===== src/hdl/bsos_pkg.sv =====
// ----------------------------------------------------------------------------
// bsos_pkg
// Shared types and constants of the beacon-seek obstacle sequencer.
// ----------------------------------------------------------------------------
package bsos_pkg;

    localparam int CFG_IDX_W  = 3;
    localparam int CFG_DATA_W = 10;
    localparam int IN_TDATA_W  = 32;
    localparam int OUT_TDATA_W = 16;

    // Register indexes of the configuration port
    localparam logic [CFG_IDX_W-1:0] CFG_OBSTACLE_THRESHOLD = 3'd0;
    localparam logic [CFG_IDX_W-1:0] CFG_TURN_TICKS         = 3'd1;
    localparam logic [CFG_IDX_W-1:0] CFG_SEARCH_LIMIT_TICKS = 3'd2;
    localparam logic [CFG_IDX_W-1:0] CFG_REVERSE_TICKS      = 3'd3;
    localparam logic [CFG_IDX_W-1:0] CFG_ADVANCE_TICKS      = 3'd4;
    localparam logic [CFG_IDX_W-1:0] CFG_CRUISE_TICKS       = 3'd5;

    // Register reset values
    localparam logic [9:0] RST_OBSTACLE_THRESHOLD = 10'd300;
    localparam logic [9:0] RST_TURN_TICKS         = 10'd156;
    localparam logic [9:0] RST_SEARCH_LIMIT_TICKS = 10'd936;
    localparam logic [7:0] RST_REVERSE_TICKS      = 8'd100;
    localparam logic [7:0] RST_ADVANCE_TICKS      = 8'd120;
    localparam logic [7:0] RST_CRUISE_TICKS       = 8'd5;

    // Fixed durations in 10 ms ticks
    localparam logic [7:0] LONG_HALF   = 8'd50;
    localparam logic [7:0] SHORT_HALF  = 8'd16;
    localparam logic [7:0] PAUSE_TICKS = 8'd10;
    localparam logic [2:0] FLASH_STEPS = 3'd6;

    // Bridge pin patterns: right pair in [3:2], left pair in [1:0]
    localparam logic [3:0] DRV_COAST = 4'd0;
    localparam logic [3:0] DRV_FWD   = 4'd5;
    localparam logic [3:0] DRV_REV   = 4'd10;
    localparam logic [3:0] DRV_BRAKE = 4'd15;
    localparam logic [3:0] DRV_RTURN = 4'd13;
    localparam logic [3:0] DRV_LTURN = 4'd7;

    typedef enum logic [3:0] {
        PH_START   = 4'd0,
        PH_SEARCH  = 4'd1,
        PH_FAIL    = 4'd2,
        PH_CHECK   = 4'd3,
        PH_CRUISE  = 4'd4,
        PH_AVOID   = 4'd5,
        PH_PAUSE   = 4'd6,
        PH_REVERSE = 4'd7,
        PH_TLEFT   = 4'd8,
        PH_ADVANCE = 4'd9,
        PH_TRIGHT  = 4'd10,
        PH_FINAL   = 4'd11,
        PH_HALT    = 4'd12
    } t_phase;

    typedef struct packed {
        logic [9:0] obstacle_threshold;
        logic [9:0] turn_ticks;
        logic [9:0] search_limit_ticks;
        logic [7:0] reverse_ticks;
        logic [7:0] advance_ticks;
        logic [7:0] cruise_ticks;
    } t_cfg;

    typedef struct packed {
        logic       beacon_left;
        logic       beacon_right;
        logic       encoder_left;
        logic       encoder_right;
        logic [9:0] prox_left;
        logic [9:0] prox_right;
        logic       tick;
    } t_sample;

    typedef struct packed {
        logic [1:0] right_drive;
        logic [1:0] left_drive;
        logic       leds_on;
        logic [3:0] phase_now;
        logic       halted;
    } t_result;

endpackage


===== src/hdl/beacon_seek_obstacle_sequencer.sv =====
// ----------------------------------------------------------------------------
// beacon_seek_obstacle_sequencer
// Drive sequencer for a two-wheel robot that seeks a beacon and avoids
// obstacles, one sensor sample per request.
// ----------------------------------------------------------------------------
// Usage:
//   Slave stream: one sensor sample per request (beacon and encoder levels,
//   two proximity readings, 10 ms tick flag). Master stream: one result per
//   sample (bridge pins, LED level, phase, halted flag).
//   Output: a result is registered in the output register or, on a stall,
//   in the skid entry. Throughput: one sample per clock while o_s_tready
//   is high; the phase update is one registered step of the phase machine.
//   Stall: while the receiver holds i_m_tready low, one more sample is taken
//   into a skid entry, then o_s_tready drops until the output drains.
//   Reset: phase goes to the start flash, timers and counters clear, motors
//   coast, LEDs off, configuration registers take their default values.
//   Configuration: write i_cfg_wdata to register i_cfg_index while
//   i_cfg_we is high, only while no sample is in flight.
// ----------------------------------------------------------------------------
module beacon_seek_obstacle_sequencer import bsos_pkg::*; (
    input  logic                   i_clk,
    input  logic                   i_rst_n,
    input  logic                   i_s_tvalid,
    output logic                   o_s_tready,
    // [0] beacon_left, [1] beacon_right, [2] encoder_left, [3] encoder_right,
    // [13:4] prox_left, [23:14] prox_right, [24] tick, [31:25] zero
    input  logic [IN_TDATA_W-1:0]  i_s_tdata,
    output logic                   o_m_tvalid,
    input  logic                   i_m_tready,
    // [1:0] right_drive, [3:2] left_drive, [4] leds_on, [8:5] phase_now,
    // [9] halted, [15:10] zero
    output logic [OUT_TDATA_W-1:0] o_m_tdata,
    input  logic                   i_cfg_we,
    input  logic [CFG_IDX_W-1:0]   i_cfg_index,
    input  logic [CFG_DATA_W-1:0]  i_cfg_wdata
);

    t_cfg    w_cfg;
    t_sample w_sample;
    t_result w_result;
    t_result w_out;
    logic    w_push;
    logic    w_ready;

    assign w_sample.beacon_left   = i_s_tdata[0];
    assign w_sample.beacon_right  = i_s_tdata[1];
    assign w_sample.encoder_left  = i_s_tdata[2];
    assign w_sample.encoder_right = i_s_tdata[3];
    assign w_sample.prox_left     = i_s_tdata[13:4];
    assign w_sample.prox_right    = i_s_tdata[23:14];
    assign w_sample.tick          = i_s_tdata[24];

    assign w_push     = i_s_tvalid && w_ready;
    assign o_s_tready = w_ready;

    bsos_cfg u_cfg (
        .i_clk       (i_clk),
        .i_rst_n     (i_rst_n),
        .i_cfg_we    (i_cfg_we),
        .i_cfg_index (i_cfg_index),
        .i_cfg_wdata (i_cfg_wdata),
        .o_cfg       (w_cfg)
    );

    bsos_core u_core (
        .i_clk    (i_clk),
        .i_rst_n  (i_rst_n),
        .i_step   (w_push),
        .i_sample (w_sample),
        .i_cfg    (w_cfg),
        .o_result (w_result)
    );

    bsos_out u_out (
        .i_clk    (i_clk),
        .i_rst_n  (i_rst_n),
        .i_push   (w_push),
        .i_result (w_result),
        .o_ready  (w_ready),
        .o_valid  (o_m_tvalid),
        .o_result (w_out),
        .i_ready  (i_m_tready)
    );

    assign o_m_tdata = {6'd0, w_out.halted, w_out.phase_now, w_out.leds_on,
                        w_out.left_drive, w_out.right_drive};

endmodule


===== src/hdl/bsos_cfg.sv =====
// ----------------------------------------------------------------------------
// bsos_cfg
// Configuration register file, written through a plain write port.
// ----------------------------------------------------------------------------
module bsos_cfg import bsos_pkg::*; (
    input  logic                  i_clk,
    input  logic                  i_rst_n,
    input  logic                  i_cfg_we,
    input  logic [CFG_IDX_W-1:0]  i_cfg_index,
    input  logic [CFG_DATA_W-1:0] i_cfg_wdata,
    output t_cfg                  o_cfg
);

    t_cfg r_cfg;

    always_ff @(posedge i_clk) begin
        if (!i_rst_n) begin
            r_cfg.obstacle_threshold <= RST_OBSTACLE_THRESHOLD;
            r_cfg.turn_ticks         <= RST_TURN_TICKS;
            r_cfg.search_limit_ticks <= RST_SEARCH_LIMIT_TICKS;
            r_cfg.reverse_ticks      <= RST_REVERSE_TICKS;
            r_cfg.advance_ticks      <= RST_ADVANCE_TICKS;
            r_cfg.cruise_ticks       <= RST_CRUISE_TICKS;
        end else if (i_cfg_we) begin
            unique case (i_cfg_index)
                CFG_OBSTACLE_THRESHOLD: r_cfg.obstacle_threshold <= i_cfg_wdata;
                CFG_TURN_TICKS:         r_cfg.turn_ticks         <= i_cfg_wdata;
                CFG_SEARCH_LIMIT_TICKS: r_cfg.search_limit_ticks <= i_cfg_wdata;
                CFG_REVERSE_TICKS:      r_cfg.reverse_ticks      <= i_cfg_wdata[7:0];
                CFG_ADVANCE_TICKS:      r_cfg.advance_ticks      <= i_cfg_wdata[7:0];
                CFG_CRUISE_TICKS:       r_cfg.cruise_ticks       <= i_cfg_wdata[7:0];
                default: ;
            endcase
        end
    end

    assign o_cfg = r_cfg;

endmodule


===== src/hdl/bsos_core.sv =====
// ----------------------------------------------------------------------------
// bsos_core
// Phase machine: advances timers, edge counter and flash pattern by one
// sample on every accepted request and forms the result of that sample.
// ----------------------------------------------------------------------------
module bsos_core import bsos_pkg::*; (
    input  logic    i_clk,
    input  logic    i_rst_n,
    input  logic    i_step,
    input  t_sample i_sample,
    input  t_cfg    i_cfg,
    output t_result o_result
);

    t_phase     r_phase,       n_phase;
    logic [7:0] r_tick_timer,  n_tick_timer;
    logic [9:0] r_edge_cnt,    n_edge_cnt;
    logic       r_prev_enc_l,  n_prev_enc_l;
    logic       r_prev_enc_r,  n_prev_enc_r;
    logic [2:0] r_flash_step,  n_flash_step;
    logic [3:0] r_drive,       n_drive;
    logic       r_led,         n_led;

    logic [7:0] w_dur;
    logic [8:0] w_t;
    logic       w_tdone;
    logic [2:0] w_fs_inc;
    logic       w_fdone;
    logic [2:0] w_fs_next;
    logic       w_led_next;
    logic [9:0] w_ec_inc;
    logic       w_obstacle;

    // Duration of the current timed phase
    always_comb begin
        case (r_phase) inside
            PH_START, PH_FAIL, PH_FINAL: w_dur = LONG_HALF;
            PH_AVOID:                    w_dur = SHORT_HALF;
            PH_PAUSE:                    w_dur = PAUSE_TICKS;
            PH_CRUISE:                   w_dur = i_cfg.cruise_ticks;
            PH_REVERSE:                  w_dur = i_cfg.reverse_ticks;
            PH_ADVANCE:                  w_dur = i_cfg.advance_ticks;
            default:                     w_dur = 8'd0;
        endcase
    end

    assign w_t      = {1'b0, r_tick_timer} + {8'd0, i_sample.tick};
    assign w_tdone  = (w_t >= {1'b0, w_dur});
    assign w_fs_inc = r_flash_step + 3'd1;
    assign w_fdone  = w_tdone && (w_fs_inc >= FLASH_STEPS);
    assign w_fs_next  = w_tdone ? w_fs_inc : r_flash_step;
    assign w_led_next = ~w_fs_next[0];
    assign w_ec_inc   = r_edge_cnt + 10'd1;
    assign w_obstacle = (i_sample.prox_left  >= i_cfg.obstacle_threshold) ||
                        (i_sample.prox_right >= i_cfg.obstacle_threshold);

    always_comb begin
        n_phase      = r_phase;
        n_tick_timer = w_tdone ? 8'd0 : w_t[7:0];
        n_edge_cnt   = r_edge_cnt;
        n_prev_enc_l = r_prev_enc_l;
        n_prev_enc_r = r_prev_enc_r;
        n_flash_step = r_flash_step;
        n_drive      = r_drive;
        n_led        = r_led;

        unique case (r_phase) inside
            PH_START, PH_FAIL, PH_AVOID, PH_FINAL: begin
                if (w_fdone) begin
                    n_tick_timer = 8'd0;
                    n_flash_step = 3'd0;
                    n_led        = 1'b0;
                    case (r_phase)
                        PH_START: begin
                            n_phase      = PH_SEARCH;
                            n_edge_cnt   = 10'd0;
                            n_prev_enc_l = i_sample.encoder_left;
                        end
                        PH_FAIL: begin
                            n_drive = DRV_BRAKE;
                            n_phase = PH_HALT;
                        end
                        PH_AVOID: n_phase = PH_PAUSE;
                        default:  n_phase = PH_HALT;
                    endcase
                end else begin
                    n_flash_step = w_fs_next;
                    n_led        = w_led_next;
                end
            end
            PH_SEARCH: begin
                n_tick_timer = r_tick_timer;
                if (i_sample.beacon_left || i_sample.beacon_right) begin
                    n_drive      = i_sample.beacon_left ? DRV_RTURN : DRV_LTURN;
                    n_prev_enc_l = i_sample.encoder_left;
                    if (i_sample.encoder_left != r_prev_enc_l) begin
                        if (r_edge_cnt >= i_cfg.search_limit_ticks) begin
                            n_phase      = PH_FAIL;
                            n_tick_timer = 8'd0;
                            n_flash_step = 3'd0;
                            n_led        = 1'b0;
                        end else begin
                            n_edge_cnt = w_ec_inc;
                        end
                    end
                end else begin
                    n_phase      = PH_CHECK;
                    n_tick_timer = 8'd0;
                    n_flash_step = 3'd0;
                    n_led        = 1'b0;
                end
            end
            PH_CHECK: begin
                n_tick_timer = 8'd0;
                n_flash_step = 3'd0;
                n_led        = 1'b0;
                if (w_obstacle) begin
                    n_drive = DRV_BRAKE;
                    n_phase = (i_sample.beacon_left && i_sample.beacon_right) ?
                              PH_FINAL : PH_AVOID;
                end else begin
                    n_drive = DRV_FWD;
                    n_phase = PH_CRUISE;
                end
            end
            PH_CRUISE, PH_PAUSE, PH_REVERSE, PH_ADVANCE: begin
                if (w_tdone) begin
                    n_flash_step = 3'd0;
                    n_led        = 1'b0;
                    case (r_phase)
                        PH_CRUISE: begin
                            n_phase      = PH_SEARCH;
                            n_edge_cnt   = 10'd0;
                            n_prev_enc_l = i_sample.encoder_left;
                        end
                        PH_PAUSE: begin
                            n_drive = DRV_REV;
                            n_phase = PH_REVERSE;
                        end
                        PH_REVERSE: begin
                            n_drive      = DRV_LTURN;
                            n_phase      = PH_TLEFT;
                            n_edge_cnt   = 10'd0;
                            n_prev_enc_r = i_sample.encoder_right;
                        end
                        default: begin
                            n_drive      = DRV_RTURN;
                            n_phase      = PH_TRIGHT;
                            n_edge_cnt   = 10'd0;
                            n_prev_enc_l = i_sample.encoder_left;
                        end
                    endcase
                end
            end
            PH_TLEFT, PH_TRIGHT: begin
                logic enc_now;
                logic enc_prev;
                logic [9:0] ec;
                enc_now  = (r_phase == PH_TLEFT) ? i_sample.encoder_right
                                                 : i_sample.encoder_left;
                enc_prev = (r_phase == PH_TLEFT) ? r_prev_enc_r : r_prev_enc_l;
                n_tick_timer = r_tick_timer;
                ec = r_edge_cnt;
                if ((r_edge_cnt < i_cfg.turn_ticks) && (enc_now != enc_prev)) begin
                    ec = w_ec_inc;
                end
                n_edge_cnt = ec;
                if (r_phase == PH_TLEFT) begin
                    n_prev_enc_r = enc_now;
                end else begin
                    n_prev_enc_l = enc_now;
                end
                if (ec >= i_cfg.turn_ticks) begin
                    n_tick_timer = 8'd0;
                    n_flash_step = 3'd0;
                    n_led        = 1'b0;
                    if (r_phase == PH_TLEFT) begin
                        n_drive = DRV_FWD;
                        n_phase = PH_ADVANCE;
                    end else begin
                        n_drive      = DRV_BRAKE;
                        n_phase      = PH_SEARCH;
                        n_edge_cnt   = 10'd0;
                        n_prev_enc_l = i_sample.encoder_left;
                    end
                end
            end
            default: begin
                // halt and any unused code: brake and stay
                n_drive      = DRV_BRAKE;
                n_phase      = PH_HALT;
                n_tick_timer = 8'd0;
                n_flash_step = 3'd0;
                n_led        = 1'b0;
            end
        endcase
    end

    always_ff @(posedge i_clk) begin
        if (!i_rst_n) begin
            r_phase      <= PH_START;
            r_tick_timer <= 8'd0;
            r_edge_cnt   <= 10'd0;
            r_prev_enc_l <= 1'b0;
            r_prev_enc_r <= 1'b0;
            r_flash_step <= 3'd0;
            r_drive      <= DRV_COAST;
            r_led        <= 1'b0;
        end else if (i_step) begin
            r_phase      <= n_phase;
            r_tick_timer <= n_tick_timer;
            r_edge_cnt   <= n_edge_cnt;
            r_prev_enc_l <= n_prev_enc_l;
            r_prev_enc_r <= n_prev_enc_r;
            r_flash_step <= n_flash_step;
            r_drive      <= n_drive;
            r_led        <= n_led;
        end
    end

    // Result of the current request, taken from the next state
    assign o_result.right_drive = n_drive[3:2];
    assign o_result.left_drive  = n_drive[1:0];
    assign o_result.leds_on     = n_led;
    assign o_result.phase_now   = n_phase;
    assign o_result.halted      = (n_phase == PH_HALT);

`ifndef SYNTHESIS
    a_halt_brakes: assert property (@(posedge i_clk) disable iff (!i_rst_n)
        (r_phase == PH_HALT) |-> (r_drive == DRV_BRAKE))
        else $error("halt phase without brakes");

    a_led_only_flash: assert property (@(posedge i_clk) disable iff (!i_rst_n)
        r_led |-> (r_phase == PH_START || r_phase == PH_FAIL ||
                   r_phase == PH_AVOID || r_phase == PH_FINAL))
        else $error("LEDs lit outside a flash phase");

    a_flash_range: assert property (@(posedge i_clk) disable iff (!i_rst_n)
        r_flash_step < FLASH_STEPS)
        else $error("flash step out of range");
`endif

endmodule


===== src/hdl/bsos_out.sv =====
// ----------------------------------------------------------------------------
// bsos_out
// Result register with one skid entry, so a stalled receiver does not
// stall the sample stream until both entries are full.
// ----------------------------------------------------------------------------
module bsos_out import bsos_pkg::*; (
    input  logic    i_clk,
    input  logic    i_rst_n,
    input  logic    i_push,
    input  t_result i_result,
    output logic    o_ready,
    output logic    o_valid,
    output t_result o_result,
    input  logic    i_ready
);

    logic    r_out_valid;
    t_result r_out;
    logic    r_skid_valid;
    t_result r_skid;
    logic    w_free;

    assign w_free = !r_out_valid || i_ready;

    always_ff @(posedge i_clk) begin
        if (!i_rst_n) begin
            r_out_valid  <= 1'b0;
            r_skid_valid <= 1'b0;
        end else if (w_free) begin
            if (r_skid_valid) begin
                r_out_valid  <= 1'b1;
                r_skid_valid <= 1'b0;
            end else begin
                r_out_valid <= i_push;
            end
        end else if (i_push) begin
            r_skid_valid <= 1'b1;
        end
    end

    always_ff @(posedge i_clk) begin
        if (w_free) begin
            r_out <= r_skid_valid ? r_skid : i_result;
        end
        if (!w_free && i_push) begin
            r_skid <= i_result;
        end
    end

    assign o_ready  = !r_skid_valid;
    assign o_valid  = r_out_valid;
    assign o_result = r_out;

`ifndef SYNTHESIS
    a_skid_behind_out: assert property (@(posedge i_clk) disable iff (!i_rst_n)
        r_skid_valid |-> r_out_valid)
        else $error("skid entry filled while output register empty");

    a_stall_holds: assert property (@(posedge i_clk) disable iff (!i_rst_n)
        (r_out_valid && !i_ready) |=> (r_out_valid && $stable(r_out)))
        else $error("stalled result changed");
`endif

endmodule

===== config.mk =====
export PLATFORM = sky130hd
export DESIGN_NAME = beacon_seek_obstacle_sequencer
export DESIGN_NICKNAME = d
export VERILOG_FILES = /design/src/hdl/bsos_pkg.sv /design/src/hdl/beacon_seek_obstacle_sequencer.sv /design/src/hdl/bsos_cfg.sv /design/src/hdl/bsos_core.sv /design/src/hdl/bsos_out.sv
export SDC_FILE = /design/constraint.sdc
export NUM_CORES = 1
export LEC_CHECK = 0
export BUFFER_PORTS_ARGS = -buffer_cell sky130_fd_sc_hd__buf_4
export CAP_MARGIN = 20
export CORE_ASPECT_RATIO = 1.2
export CORE_MARGIN = 2
export CORE_UTILIZATION = 40
export DETAILED_ROUTE_END_ITERATION = 16
export HOLD_SLACK_MARGIN = 0.1
export MAX_ROUTING_LAYER = met4
export PLACE_DENSITY = 0.6
export SYNTH_ARGS = -nofsm -noshare
export SYNTH_HDL_FRONTEND = slang
export SYNTH_SLANG_ARGS = --single-unit

===== constraint.sdc =====
create_clock -name i_clk -period 4.85 [get_ports i_clk]
set_clock_uncertainty 0.05 [all_clocks]
set_input_delay 0.485 -clock i_clk [delete_from_list [all_inputs] [get_ports i_clk]]
set_output_delay 0.485 -clock i_clk [all_outputs]
set_load 0.1 [all_outputs]

==> results of run 1 <==
[cell usage in the layout, fill, tap and decap left out, drive strengths merged, types with 4 or more instances in the layout]
cell type / count
a211o: 4
a211oi: 9
a21o: 5
a21oi: 90
a22o: 9
a31o: 4
a31oi: 9
and2: 7
and3: 7
buf: 76
clkbuf: 10
conb: 6
dfxtp: 88
edfxtp: 20
ha: 62
inv: 57
mux2: 7
nand2: 140
nand2b: 18
nand3: 34
nand4: 6
nor2: 73
nor2b: 10
nor3: 14
nor4: 9
o211ai: 19
o21a: 6
o21ai: 48
o21ba: 4
o31ai: 4
or2: 5
xnor2: 8
xor2: 11
[worst max-delay path: stages, from the launching register on]
cell      delay [ns]
dfxtp_1         0.31
inv_1           0.07
ha_1            0.31
a21o_1          0.18
a21oi_1         0.14
o21a_1          0.16
o211ai_1        0.10
buf_4           0.23
nor2_1          0.14
xor2_1          0.18
ha_1            0.26
a21oi_1         0.15
o21ai_0         0.16
a31o_2          0.30
or2_2           0.33
a2111o_1        0.37
a211o_1         0.28
mux2_4          0.27
[cell families after synthesis]
| family | after synthesis | synth area share |
|---|---|---|
| AO/OA/AOI/OAI | 244 | 0.228 |
| XOR/XNOR | 19 | 0.0239 |
| adder cells (fa/ha/maj) | 62 | 0.111 |
| buffers and inverters | 96 | 0.0577 |
| flip-flops | 108 | 0.339 |
| multiplexers | 9 | 0.0147 |
| other | 1 | 0.000539 |
| AND/OR/NAND/NOR | 337 | 0.224 |
[power breakdown]
part | internal, mW | leakage (nW) | switching (mW)
clock network | 0.356 | 0.139 | 0.360
logic | 0.159 | 2.31 | 0.364
registers | 0.957 | 0.919 | 0.0162
[routing by layer]
metal | up-vias | wire, um
met2 | 144 | 9550
met4 | 0 | 488
li1 | 3222 | -
met1 | 2975 | 8540
met3 | 27 | 691
met5 | - | 0
[path summary, 6_finish.rpt]
path	start	end	slack (ns)	cells past startpoint
worst min-delay path	i_cfg_wdata[9]	u_cfg.o_cfg[33]	0.33	3
worst max register to register	u_cfg.o_cfg[38]	u_out.o_result[9]	0.60	17
worst min register to register	u_cfg.o_cfg[4]	u_cfg.o_cfg[4]	0.41	2
worst max-delay path	u_cfg.o_cfg[38]	u_out.o_result[9]	0.60	17
[flip-flops by register name, summed over array words and instances, names as in the netlist, 3 cells and up]
signal,flops
u_core.r_flash_step,3
u_core.r_tick_timer,8
u_out.r_skid,10
u_out.o_result,10
u_cfg.o_cfg,54
u_core.r_edge_cnt,10
u_core.r_phase,4
u_core.r_drive,4
[metrics by stage]
stage          hold slack, ns  utilization  cells
2_1_floorplan           0.382            -    881
3_3_place_gp            0.393        0.449   1131
3_5_place_dp            0.396        0.449   1131
4_1_cts                 0.322        0.466   1147
5_1_grt                 0.346        0.466   1147
6_report                0.334        0.466   1147
[cell type report]
type | instances | area [um^2] | area share
multi-input combinational | 677 | 4220 | 0.534
sequential | 108 | 2360 | 0.299
timing repair buffer | 76 | 571 | 0.0722
tap | 216 | 270 | 0.0342
clock buffer | 10 | 229 | 0.0290
inverter | 54 | 203 | 0.0256
clock inverter | 6 | 48.8 | 0.00617
==> metrics.yaml, run 1 <==
cts_resized: 0
hold_buffers: 0
required_ns: 4.91
design_area_um2: 7910
setup_tns_ns: 0
wl_um: 19300
yosys.area.top_type: "dfxtp_1"
first_pass_iters: 8
cts-root-buf: "clkbuf_16"
arrival_ns: 4.31
finalCritPeriodShare: 0.876
clkLatencyLatePin_ns: 0.36
fill_cells: 1736
synth.most_common_cell: "nand2_1"
max-clock-path-buffers: 2
cellLeakagePower_nw: 3.37
clk_pin_slew_ns: 0.08
viasPerCell: 5.55
synthFlopType: "dfxtp_1"
core_area_um2: 17000
hold_violations: 0
vias: 6368
die_w_um: 124
use_met2: 0.368
syn_area_per_cell_um2: 7.95
critical_path_class: "reg -> reg"
end_kind: "register"
grt_max_degree: 48
syn_area_um2: 6960
initialDrtViolationCount: 300
max_freq_mhz: 235
yosysWarnings: 0
yosysSeqAreaShare: 0.339
drc: 0
io_buffer_count: 54
antenna_left: 0
dieArea_um2: 18500
synth_cells: 876
setup_ws_ns: 0.602
synthToLayoutAreaGrowth_pct: 13.6
max_slew_margin: 0.366
rsz0062_at_grt: "no"
dp_slack_ns: 0.530
track_usage: 0.218
drt-wirelength-per-cell_um: 16.8
grt_use_met3: 0.0216
cts_tree: "done"
gp_congestion: 0.898
antenna_found_initial: 0
total_power_mw: 2.21
cts_htree_levels: 3
synthTopCellsByArea: "dfxtp_1 (25%), ha_1 (11%), edfxtp_1 (8.6%)"
synth-seq-cells: 108
max_cap_violations: 0
rows: 52
setup_viol: 0
startpoint_type: "register"
async_flop_share: 0
peakVddDrop_uv: 162
num_antenna_cells: 0
globalRoute.totalOverflow: 0
drive_gt1_frac: 0.127
cts.sinks: 108
grt_pass1_vias: 5973
use_met1: 0.269
synth_edf_count: 20
outcome: "complete, no violations"
netlist_top_cells_count: "nand2_1 (140), a21oi_1 (89), dfxtp_1 (88), nor2_1 (73), ha_1 (62)"
nets: 1038
cts_setup_buffers: 0
die_h_um: 149
grt_first_pass_wirelength_um: 31200
grt-busiest-layer: "met2"
critPathMaxFanout: 19
dp_hpwl_um: 14600
cts_buffers: 9
period_needed_ns: 4.25
ys_types: 74
hp-class: "in -> reg"
start_util: 0.410
placed_cell_area_um2: 7630
ios: 68
tightest_slew_ns: 0.948
synth_top_cell_area_share: 0.253
power_density_nw_per_um2: 280
final_max_slew_viol_count: 0
(Power assumes the default switching activity.)
==> run 2, diff against run 1 <==
- CAP_MARGIN: 20 -> 30
- SLEW_MARGIN: unset -> 20
- clock period: 4.85 -> 4.1 ns (I/O delays scaled with it)
==> run 2 against run 1 <==
Worst setup slack lost 0.47 ns; register-to-register slack lost 0.47 ns; wire length up 8.8%; sequential power is 18% higher; hold slack lost 0.073 ns; cell area up 7.5%; maximum frequency is 7.2% higher; clock power grew 20%; combinational power increased by 31%; count of clock-buffer cells in the layout down 1; core utilization up 3.5 points; die area stayed put; critical path type unchanged; largest cell class unchanged.
==> metrics.yaml, run 2 (synthesis results as in run 1) <==
grt_max_degree: 47
hp-class: "in -> reg"
largest_reg_flops: 54
hold_violations: 0
cts_tree: "done"
required_ns: 4.17
setup_tns_ns: 0
drive_gt1_frac: 0.209
finalCritPeriodShare: 0.967
end_kind: "register"
max_cap_violations: 0
gp_congestion: 0.912
dp_hpwl_um: 15700
cts_htree_levels: 3
max_freq_mhz: 252
globalRoute.totalOverflow: 0
setup_ws_ns: 0.136
die_w_um: 124
regArea_um2: 2370
period_needed_ns: 3.96
num_antenna_cells: 0
critPathMaxFanout: 5
antenna_left: 0
start_util: 0.410
clkLatencyLatePin_ns: 0.36
cts.sinks: 108
final_max_slew_viol_count: 0
power_density_nw_per_um2: 318
max_slew_margin: 0.384
dp_slack_ns: -0.0498
dieArea_um2: 18500
fill_cells: 1687
nets: 1087
total_power_mw: 2.70
io_buffer_count: 54
core_area_um2: 17000
arrival_ns: 4.03
drc: 0
rsz0062_at_grt: "yes"
grt_first_pass_wirelength_um: 33700
max-clock-path-buffers: 2
startpoint_type: "register"
cellLeakagePower_nw: 3.64
multiInputGateArea_um2: 4440
viasPerCell: 5.50
track_usage: 0.236
first_pass_iters: 7
peakVddDrop_uv: 160
die_h_um: 149
drt-wirelength-per-cell_um: 17.5
rows: 52
synthToLayoutAreaGrowth_pct: 22.1
layout_commonest_cell: "nand2_1"
vias: 6578
grt_pass1_vias: 6418
clk_pin_slew_ns: 0.08
cts-root-buf: "clkbuf_16"
antenna_found_initial: 0
ios: 68
cts_buffers: 9
setup_viol: 0
wl_um: 21000
layout_common_cells: "nand2_1 (139), buf_4 (123), a21oi_1 (87)"
initialDrtViolationCount: 450
critical_path_class: "reg -> reg"
tightest_slew_ns: 0.920
outcome: "complete, no violations"
## run 2: cell types whose count changed in the layout (fill, tap and decap cells not counted), moves of 3 or more
cell,delta
inv_6,+3
dfxtp_1,-3
nor2_2,+5
a211oi_2,+3
buf_4,+47
a211oi_1,-4
inv_1,-4
nor2_1,-5
inv_2,+4
ha_1,-4
ha_4,+4
nor4_1,-3
dfxtp_2,+3
## run 2: final timing paths
kind                            cells after the start  slack [ns]             from                end
worst min register to register                      2        0.41   u_cfg.o_cfg[7]     u_cfg.o_cfg[7]
worst max register to register                     16        0.14  u_cfg.o_cfg[39]  u_out.o_result[9]
worst min-delay path                                3        0.26   i_cfg_wdata[9]    u_cfg.o_cfg[33]
worst max-delay path                               16        0.14  u_cfg.o_cfg[39]  u_out.o_result[9]
## run 2: timing repair
item | 4_1_cts | 5_1_grt
buffers inserted | 0 | 3
pin swaps | 2 | 17
resized for setup | 3 | 44
setup endpoints to repair | 3 | 40
hold buffers | 0 | 0
gates cloned | 0 | 1
## run 2: metal layers
metal | part of all wire | GRT usage
met3 | 0.034 | 0.0277
met4 | 0.033 | 0.104
met5 | 0 | -
met1 | 0.42 | 0.278
met2 | 0.51 | 0.408
## run 2: layout make-up
class | count | share of cell area
Multi-Input combinational cell | 677 | 0.522
Inverter | 54 | 0.0239
Clock buffer | 9 | 0.0265
Clock inverter | 7 | 0.00633
Tap cell | 216 | 0.0318
Sequential cell | 108 | 0.278
Timing Repair Buffer | 125 | 0.111
## run 2: metrics by stage
step | instance area [um^2] | hold slack [ns] | util | instances
floorplan | 6980 | 0.382 | - | 881
CTS | 8260 | 0.252 | 0.486 | 1191
global route | 8500 | 0.278 | 0.500 | 1196
global placement | 7960 | 0.390 | 0.469 | 1175
detailed placement | 7960 | 0.395 | 0.469 | 1175
finish | 8500 | 0.261 | 0.500 | 1196
## run 2: report_power, final
part / switching [mW] / total (mW) / internal (mW)
logic: 0.454 / 0.687 / 0.233
registers: 0.0211 / 1.15 / 1.13
clock network: 0.437 / 0.858 / 0.421
## run 2: worst max-delay path, stage by stage, from the launching register on
cell	delay [ns]
dfxtp_2	0.34
inv_2	0.05
ha_4	0.26
o2111ai_2	0.11
o21a_1	0.23
o211ai_1	0.33
buf_4	0.21
nor2_2	0.05
xor2_1	0.13
ha_1	0.30
nand2_1	0.16
nor2_2	0.07
a31o_2	0.26
or2_4	0.25
a2111o_1	0.36
a211o_1	0.30
mux2_4	0.26
